File: src/hw/rtl/fhm_pkg.sv
// Package for the FDD HARQ-ACK mapper: field widths, mode and fill codes, beat type.
// No dependencies; imported by fhm_map and fdd_harq_ack_mapper_unit.
package fhm_pkg;

	localparam int NUM_CARRIERS = 5;
	localparam int BLOCKS       = 2 * NUM_CARRIERS;
	localparam int STATUS_W     = 2;
	localparam int BLOCK_BITS   = BLOCKS * STATUS_W;
	localparam int REPORT_W     = 10;
	localparam int COUNT_W      = 3;

	localparam logic [STATUS_W-1:0] ST_NOT_SENT = 2'd2;

	typedef enum logic [1:0] {
		MODE_NORMAL  = 2'd0,
		MODE_CHSEL   = 2'd1,
		MODE_FORMAT3 = 2'd2,
		MODE_ERROR   = 2'd3
	} mode_t;

	typedef enum logic [1:0] {
		FILL_NONE     = 2'd0,
		FILL_PRIMARY  = 2'd1,
		FILL_KEEP_DTX = 2'd2,
		FILL_BUNDLE   = 2'd3
	} fill_t;

	typedef struct packed {
		logic [1:0]            feedback_mode;
		logic [COUNT_W-1:0]    carrier_count;
		logic                  two_blocks;
		logic                  shared_channel_free;
		logic                  sched_request;
		logic                  csi_present;
		logic                  report_valid;
		logic [REPORT_W-1:0]   report_bits;
		logic [NUM_CARRIERS-1:0] present_mask;
		logic [BLOCK_BITS-1:0] block_status;
	} item_t;

endpackage

File: src/hw/rtl/fdd_harq_ack_mapper_unit.sv
// FDD HARQ-ACK mapper top level: input register, fill logic, result register.
// Path: input register, fill logic, result register; the result register drives the outputs.
// Throughput: one beat per cycle unless out_stall holds the output with both registers full.
// Reset clears both valid flags; payload registers are not reset.
// Depends on fhm_pkg and fhm_map.
module fdd_harq_ack_mapper_unit #(
	parameter int CARRIERS = fhm_pkg::NUM_CARRIERS
) (
	input  logic                                clk,
	input  logic                                arst_n,
	input  logic                                in_valid,
	output logic                                in_stall,
	input  logic [1:0]                          feedback_mode,
	input  logic [fhm_pkg::COUNT_W-1:0]         carrier_count,
	input  logic                                two_blocks,
	input  logic                                shared_channel_free,
	input  logic                                sched_request,
	input  logic                                csi_present,
	input  logic                                report_valid,
	input  logic [fhm_pkg::REPORT_W-1:0]        report_bits,
	input  logic [fhm_pkg::NUM_CARRIERS-1:0]    present_mask,
	input  logic [fhm_pkg::BLOCK_BITS-1:0]      block_status,
	output logic                                out_valid,
	input  logic                                out_stall,
	output logic [fhm_pkg::BLOCK_BITS-1:0]      block_result,
	output logic [1:0]                          fill_used
);
	import fhm_pkg::*;

	item_t                 item_s1;
	logic                  valid_s1;
	logic                  valid_s2;
	logic [BLOCK_BITS-1:0] result_s2;
	fill_t                 fill_s2;
	logic [BLOCK_BITS-1:0] map_result;
	fill_t                 map_fill;
	logic                  load_s2;
	logic                  load_s1;

	assign load_s2  = valid_s1 && (!valid_s2 || !out_stall);
	assign in_stall = valid_s1 && !load_s2;
	assign load_s1  = in_valid && !in_stall;

	always_ff @(posedge clk or negedge arst_n) begin
		if (!arst_n) begin
			valid_s1 <= 1'b0;
			valid_s2 <= 1'b0;
		end else begin
			if (load_s1 || load_s2) begin
				valid_s1 <= load_s1;
			end
			if (load_s2 || !out_stall) begin
				valid_s2 <= load_s2;
			end
		end
	end

	always_ff @(posedge clk) begin
		if (load_s1) begin
			item_s1 <= '{feedback_mode: feedback_mode, carrier_count: carrier_count,
				two_blocks: two_blocks, shared_channel_free: shared_channel_free,
				sched_request: sched_request, csi_present: csi_present,
				report_valid: report_valid, report_bits: report_bits,
				present_mask: present_mask, block_status: block_status};
		end
		if (load_s2) begin
			result_s2 <= map_result;
			fill_s2   <= map_fill;
		end
	end

	fhm_map #(
		.CARRIERS (CARRIERS)
	) u_map (
		.item   (item_s1),
		.result (map_result),
		.fill   (map_fill)
	);

	assign out_valid    = valid_s2;
	assign block_result = result_s2;
	assign fill_used    = fill_s2;

	a_error_passes: assert property (@(posedge clk) disable iff (!arst_n)
		load_s2 && item_s1.feedback_mode == MODE_ERROR |=>
		block_result == $past(item_s1.block_status) && fill_used == FILL_NONE)
		else $error("error mode beat was modified");

	a_fill_none_only_on_error: assert property (@(posedge clk) disable iff (!arst_n)
		load_s2 && item_s1.feedback_mode != MODE_ERROR |=> fill_used != FILL_NONE)
		else $error("fill missing on a non-error beat");

	a_normal_keeps_secondary: assert property (@(posedge clk) disable iff (!arst_n)
		load_s2 && item_s1.feedback_mode == MODE_NORMAL |=>
		block_result[BLOCK_BITS-1:2*STATUS_W] ==
		$past(item_s1.block_status[BLOCK_BITS-1:2*STATUS_W]))
		else $error("normal mode touched a secondary carrier");

	a_stall_needs_held_beat: assert property (@(posedge clk) disable iff (!arst_n)
		in_stall |-> valid_s1 && valid_s2 && out_stall)
		else $error("input stalled without a held beat");

endmodule

File: src/hw/rtl/fhm_map.sv
// Combinational HARQ-ACK fill: chooses the fill and writes report bits into block status; error mode passes it through.
// Depends on fhm_pkg.
module fhm_map #(
	parameter int CARRIERS = fhm_pkg::NUM_CARRIERS
) (
	input  fhm_pkg::item_t                      item,
	output logic [fhm_pkg::BLOCK_BITS-1:0]      result,
	output fhm_pkg::fill_t                      fill
);
	import fhm_pkg::*;

	logic [COUNT_W-1:0] ncc;
	logic [BLOCKS-1:0]  sent;
	logic               others;
	logic               bit_v;

	always_comb begin
		ncc = (int'(item.carrier_count) > CARRIERS) ? COUNT_W'(CARRIERS) : item.carrier_count;
		for (int k = 0; k < BLOCKS; k++) begin
			sent[k] = item.block_status[k*STATUS_W +: STATUS_W] != ST_NOT_SENT;
		end
		others = 1'b0;
		for (int c = 1; c < NUM_CARRIERS; c++) begin
			for (int b = 0; b < 2; b++) begin
				if (COUNT_W'(c) < ncc && (b == 0 || item.two_blocks) &&
				    item.present_mask[c] && sent[2*c+b]) begin
					others = 1'b1;
				end
			end
		end
	end

	always_comb begin
		case (mode_t'(item.feedback_mode))
			MODE_NORMAL: fill = FILL_PRIMARY;
			MODE_CHSEL: begin
				if (ncc == COUNT_W'(1))           fill = FILL_PRIMARY;
				else if (item.shared_channel_free) fill = FILL_KEEP_DTX;
				else if (item.sched_request)       fill = FILL_BUNDLE;
				else if (item.csi_present)         fill = FILL_PRIMARY;
				else                               fill = FILL_KEEP_DTX;
			end
			MODE_FORMAT3: fill = others ? FILL_KEEP_DTX : FILL_PRIMARY;
			default: fill = FILL_NONE;
		endcase
	end

	always_comb begin
		result = item.block_status;
		bit_v  = 1'b0;
		case (fill)
			FILL_PRIMARY: begin
				if (item.present_mask[0]) begin
					if (sent[0]) begin
						result[1:0] = {1'b0, item.report_valid & item.report_bits[0]};
					end
					if (item.two_blocks && sent[1]) begin
						bit_v = sent[0] ? item.report_bits[1] : item.report_bits[0];
						result[3:2] = {1'b0, item.report_valid & bit_v};
					end
				end
			end
			FILL_KEEP_DTX, FILL_BUNDLE: begin
				for (int c = 0; c < NUM_CARRIERS; c++) begin
					for (int b = 0; b < 2; b++) begin
						if (COUNT_W'(c) < ncc && item.present_mask[c] &&
						    (b == 0 || item.two_blocks) && sent[2*c+b]) begin
							if (fill == FILL_BUNDLE) begin
								result[(2*c+b)*STATUS_W +: STATUS_W] =
									{1'b0, item.report_bits[c]};
							end else if (item.two_blocks) begin
								result[(2*c+b)*STATUS_W +: STATUS_W] =
									{1'b0, item.report_valid & item.report_bits[2*c+b]};
							end else begin
								result[(2*c+b)*STATUS_W +: STATUS_W] =
									{1'b0, item.report_valid & item.report_bits[c]};
							end
						end
					end
				end
			end
			default: result = item.block_status;
		endcase
	end

endmodule

File: config.mk
export PLATFORM = sky130hd
export DESIGN_NAME = fdd_harq_ack_mapper_unit
export DESIGN_NICKNAME = d
export VERILOG_FILES = /design/src/hw/rtl/fhm_pkg.sv /design/src/hw/rtl/fdd_harq_ack_mapper_unit.sv /design/src/hw/rtl/fhm_map.sv
export SDC_FILE = /design/constraint.sdc
export NUM_CORES = 1
export LEC_CHECK = 0
export ABC_CLOCK_PERIOD_IN_PS = 6400
export BUFFER_PORTS_ARGS = -buffer_cell sky130_fd_sc_hd__buf_2
export CAP_MARGIN = 15
export CORE_MARGIN = 1.5
export CORE_UTILIZATION = 31
export DETAILED_ROUTE_END_ITERATION = 7
export GPL_TIMING_DRIVEN = 0
export PLACE_DENSITY = 0.51
export SLEW_MARGIN = 20
export SYNTH_ARGS = -nofsm -noshare
export SYNTH_HDL_FRONTEND = slang
export SYNTH_SLANG_ARGS = --single-unit
export TNS_END_PERCENT = 100
File: constraint.sdc
create_clock -name clk -period 6.4 [get_ports clk]
set_clock_uncertainty 0.1 [all_clocks]
set_input_delay 0.32 -clock clk [delete_from_list [all_inputs] [get_ports clk]]
set_output_delay 0.32 -clock clk [all_outputs]
set_load 0.05 [all_outputs]
Word-level counts from Yosys, hierarchy flattened
Cells that the tools add are included.

cells by class
  shift-type cells = 0
  reduce and logical (&&, ||, !) cells = 45
  bitwise logic cells = 11
  magnitude comparators = 6
  divide/modulo/power cells = 0
  eq/ne operators = 16
  add/subtract/negate cells = 0
  multiply operators = 0
  multiplexer cells = 50

operator list
  operator                                                                      count
  2-bit two-way mux                                                             25
  1-bit logical AND                                                             36
  1-bit two-way mux                                                             20
  2-bit inequality test (second input constant)                                 10
  16-bit two-way mux                                                            1
  1-bit bitwise AND                                                             11
  4-bit case mux with 2 select lines                                            1
  2-bit == test (second input constant)                                         3
  1-bit by 3-bit less-than comparator with 1-bit output (first input constant)  2
  2-bit by 3-bit less-than comparator with 1-bit output (first input constant)  2
  2-bit case mux with 3 select lines                                            1
  2-bit by 1-bit == test with 1-bit output (second input constant)              2
  1-bit zero test                                                               4
  4-bit two-way mux                                                             1
  3-bit by 1-bit == test with 1-bit output (second input constant)              1
  3-bit greater-than comparator (second input constant)                         1
  1-bit logical OR                                                              3
  3-bit less-than comparator (first input constant)                             1
  3-bit two-way mux                                                             1
  2-bit zero test                                                               1
  2-bit OR reduction                                                            1

storage, ports and cells
  bits in read-only memories = 0
  RAM bits = 0
  output and inout port bits = 24
  word-level logic and storage cells = 142
  input port bits = 49
  memories kept = 0
  bits in registers = 69
  latch bits = 0

Longest topological paths before layout
  depth in word-level cells = 19
  mapped depth = 7
  gate-level depth less buffers = 6

Modules after synthesis
Synthesis repeated with hierarchy kept, for this count alone.

second synthesis, totals
  cell total of the unflattened synthesis = 215
  area total of the unflattened synthesis = 2990.4 µm²

modules (own cells, without submodules)
  module                    seq. area each (µm²)  times used  cells each  area each (µm²)
  fdd_harq_ack_mapper_unit  2062.0                1           75          2104.5
  fhm_map                   0.0                   1           140         885.8

Worst setup path after synthesis
No wires, ideal clock.

  kind = register to register
  start = register valid_s2 (netlist: out_valid)
  end = register result_s2[0] (netlist: block_result[0]), enable pin
  slack = 3574 ps
  buffers on the path = 0
  arrival = 2291 ps
  required time = 5865 ps
  setup time = 435 ps
  period minus slack after synthesis = 2826 ps
  stages on the path, launching flop included = 2
  cells stage by stage = dfrtp_1 -> a21boi_0

on the way
  cells in the longest elaborated chain, start to end = 3

RTL lines
  element                 line                            source
  start, declared         fdd_harq_ack_mapper_unit.sv:32  logic valid_s2;
  start signal, assigned  fdd_harq_ack_mapper_unit.sv:53  valid_s2 <= load_s2;
  1-bit zero test         fdd_harq_ack_mapper_unit.sv:40  assign load_s2 = valid_s1 && (!valid_s2 || !out_stall);
  1-bit logical OR        fdd_harq_ack_mapper_unit.sv:40
  1-bit logical AND       fdd_harq_ack_mapper_unit.sv:40
  net load_s2             fdd_harq_ack_mapper_unit.sv:37  logic load_s2;
  end signal, assigned    fdd_harq_ack_mapper_unit.sv:67  result_s2 <= map_result;
  end, declared           fdd_harq_ack_mapper_unit.sv:33  logic [BLOCK_BITS-1:0] result_s2;

The timed path passes the listed nets, and every way through them passes these cells.
A chain may end at the register's enable or synchronous reset.

Final worst setup path
  start = register item_s1[40] (netlist bit)
  end = register result_s2[0] (netlist: block_result[0]) (data pin)

on the way
  cells in the longest elaborated chain, start to end = 19
  elaborated cells on any way between the ends = 48
  classes of those cells = order compare: 6; eq/ne: 4; mux: 15; reduce/logical: 23

RTL lines
  element                                                 line                            source
  start, declared                                         fdd_harq_ack_mapper_unit.sv:30  item_t item_s1;
  start signal, assigned                                  fdd_harq_ack_mapper_unit.sv:60  item_s1 <= '{feedback_mode: feedback_mode, carrier_count: carrier_count,
  3-bit greater-than comparator                           fhm_map.sv:18                   ncc = (int'(item.carrier_count) > CARRIERS) ? COUNT_W'(CARRIERS) : item.carrier_count;
  3-bit two-way mux (*)                                   fhm_map.sv:18
  1-bit by 3-bit less-than comparator with 1-bit output   fhm_map.sv:25                   if (COUNT_W'(c) < ncc && (b == 0 || item.two_blocks) &&
  1-bit logical AND                                       fhm_map.sv:25
  1-bit logical AND, on equally long branches             fhm_map.sv:26, fhm_map.sv:25
  1-bit two-way mux or 1-bit logical AND (tied branches)  fhm_map.sv:25, fhm_map.sv:26
  1-bit two-way mux (7 in series)                         fhm_map.sv:25
  2-bit two-way mux                                       fhm_map.sv:43                   MODE_FORMAT3: fill = others ? FILL_KEEP_DTX : FILL_PRIMARY;
  2-bit case mux with 3 select lines (*)                  fhm_map.sv:34                   case (mode_t'(item.feedback_mode))
  net map_fill[1]                                         fdd_harq_ack_mapper_unit.sv:36  fill_t map_fill;
  2-bit == test                                           fhm_map.sv:51, fhm_map.sv:68
  1-bit two-way mux                                       fhm_map.sv:68                   if (fill == FILL_BUNDLE) begin
  2-bit two-way mux                                       fhm_map.sv:66                   if (COUNT_W'(c) < ncc && item.present_mask[c] &&
  4-bit case mux with 2 select lines (*)                  fhm_map.sv:51                   case (fill)
  net map_result[0]                                       fdd_harq_ack_mapper_unit.sv:35  logic [BLOCK_BITS-1:0] map_result;

The timed path passes the listed nets; every way through them passes the cells marked *.

==> qor.txt <==
status = finished clean
post-synth cell types = 50
R2R Path Start = item_s1[40]
register area share after synthesis = 0.696
Crit-path slowest cell = edfxtp_1
Post-Syn Area per Cell = 14.7 µm²
Die ar. = 10100 µm²
async set or reset register ratio after synthesis = 0.0290
commonest non-fill, non-tap cell in the layout = buf_2
setup violators final = 0
dpl hpwl = 4720 µm
Setup Slack @ Placement = 4.03 ns
Layout fillers = 922
CP endpoint = block_result[0]
most frequent cells in the layout = buf_2, edfxtp_1, inv_1
htree depth = 3
Max Freq = 0.419 GHz
Peak VDD IR = 0.000119 V
gp weighted congestion = 0.749
antenna violations before repair = 0
RSZ-0062 raised after global routing = no
cts bufs inserted = 9
synthesized instance count = 201
worst-path maximum fanout = 10
HP Class = input port to flop
final WL = 6340 µm
WP data required = 6.40 ns
Cell Pwr Density = 287 nW/µm²
Worst path max stage delay = 0.44 ns
clk_lat worst skew = 0.35 ns
first-pass GRT wire length = 9750 µm
drt pass-1 iters = 4
largest net degree at the start of global routing = 27
DRT iter0 DRCs = 94
ant diodes = 0
TritonCTS Sinks = 69
Setup TNS = 0 ns
Top FF cell, synth = edfxtp_1
CTS tree = yes
Tmin final = 2.39 ns
Routed WL per cell = 15.1 µm
final core occ = 0.404
CTS max path bufs = 2
Critical Path, Cell by Cell = or3b_4 -> o311ai_4 -> mux2i_4 -> o31a_4 -> buf_8 -> nand2_2 -> a311o_1
total congestion overflow = 0
Clk pin slew, worst setup/hold paths = 0.09 ns
DR vias/cell = 4.74
max-cap violations = 0
R2R depth = 7
hold_ws = 0.0338 ns
Die Wd = 101 µm
FF-to-FF End = block_result[0]
Layout Nets = 335
Die Ht = 101 µm
worst slew pin tran = 0.738 ns
total power = 1.07 mW
core area = 9240 µm²
Setup CP Type = flop to flop
DRC errors left = 0
ANT nets after route = 0
startpoint types = flop
flop-to-flop setup slack = 4.01 ns
Post-CTS Resized = 0
I/O pin total = 73
Clock Tree Root = clkbuf_8
Worst Setup SP = item_s1[40]
number of I/O port buffers = 72
vias in the first global route = 1973
Slew HR = 0.507
DR vias = 1990
Cell Rows = 35
Post-synth EDFFs = 67
syn nets = 250
Starting Density = 0.321
Leak = 1.43 nW
Final Slew Violations = 0
Synth Warn # = 0
layout cells sized above 1 = 0.354
gr usage total = 0.131
Mapped Area = 2960 µm²
Final Cycle Share = 0.373
final hold vios = 0
Worst setup EP type = flop
Worst Slack Setup Final = 4.01 ns
WP data arrival = 2.38 ns
Yosys reg bits = 69
area delta synth->final = 26.2%
==> cell families (layout without fill, tap and decap cells) <==
logic type / after synthesis / count (layout) / share of synthesized area
mux: 4 / 4 / 0.0186
simple gates: 47 / 47 / 0.0883
flops: 69 / 69 / 0.696
buf+inv: 21 / 111 / 0.0313
compound gates: 60 / 60 / 0.166
==> repair_timing <==
| action | in CTS | in global routing |
|---|---|---|
| hold buffers | 1 | 0 |
| endpoints found under the hold margin | 2 | 0 |
| setup buffers | 0 | 0 |
==> critical path, delay by kind of cell, from the launching register on <==
kind,cells,cell delay (ns)
flip-flops,1,0.44
multiplexers,1,0.40
buffers and inverters,1,0.13
AO/OA/AOI/OAI,3,0.71
AND/OR/NAND/NOR,2,0.34
==> how the worst min path moves through the flow <==
stage,cells after the start,end,from,slack (ns)
after global placement,1,out_valid,arst_n,0.006
after global routing,1,item_s1[22],present_mask[2],0.006
final,1,item_s1[22],present_mask[2],0.03
after detailed placement,1,valid_s1,arst_n,0.007
after CTS,1,item_s1[22],present_mask[2],0.01
after floorplan,0,out_valid,arst_n,-0.08
==> registers in the layout, indices dropped and copies added, names as in the netlist <==
name	cells
item_s1	45
valid_s1	1
out_valid	1
fill_used	2
block_result	20
==> layout make-up <==
cell class | count | area [µm²] | area share
Timing Repair Buffer | 74 | 398 | 0.106
Tap cell | 129 | 161 | 0.0432
Clock buffer | 9 | 124 | 0.0331
Sequential cell | 69 | 2060 | 0.552
Clock inverter | 7 | 80.1 | 0.0214
Inverter | 15 | 56.3 | 0.0151
Buffer | 6 | 36.3 | 0.00971
Multi-Input combinational cell | 111 | 820 | 0.219
==> cell usage after synthesis (3+ instances only) <==
cell,n,area [µm²]
edfxtp_1,67,2010
inv_1,15,56.3
a31oi_1,12,75.1
nand2_1,10,37.5
nand2b_1,7,43.8
nor2_1,7,26.3
a21oi_1,5,25.0
a41oi_1,5,43.8
o211ai_1,5,37.5
and2_1,4,25.0
and3_1,4,25.0
o21ai_0,4,20.0
clkbuf_1,3,11.3
nand3_1,3,15.0
nor2b_1,3,18.8
o21a_1,3,22.5
==> power by group <==
group	switching [mW]	internal (mW)
Combinational	0.106	0.0521
Sequential	0.0170	0.536
Clock	0.175	0.184
==> per-layer routing <==
layer / GRT usage / wire [µm] / up-vias
met5: 0 / 0 / -
met3: 0.0485 / 442 / 7
met4: 0.0466 / 84 / 0
met1: 0.162 / 2730 / 954
met2: 0.212 / 3080 / 63
li1: - / - / 966
==> metrics by stage <==
step	std cells	cell area, µm²
floorplan	201	2960
global placement	402	3480
detailed placement	403	3520
CTS	420	3740
global route	420	3740
finish	420	3740
(Power assumes the default switching activity.)
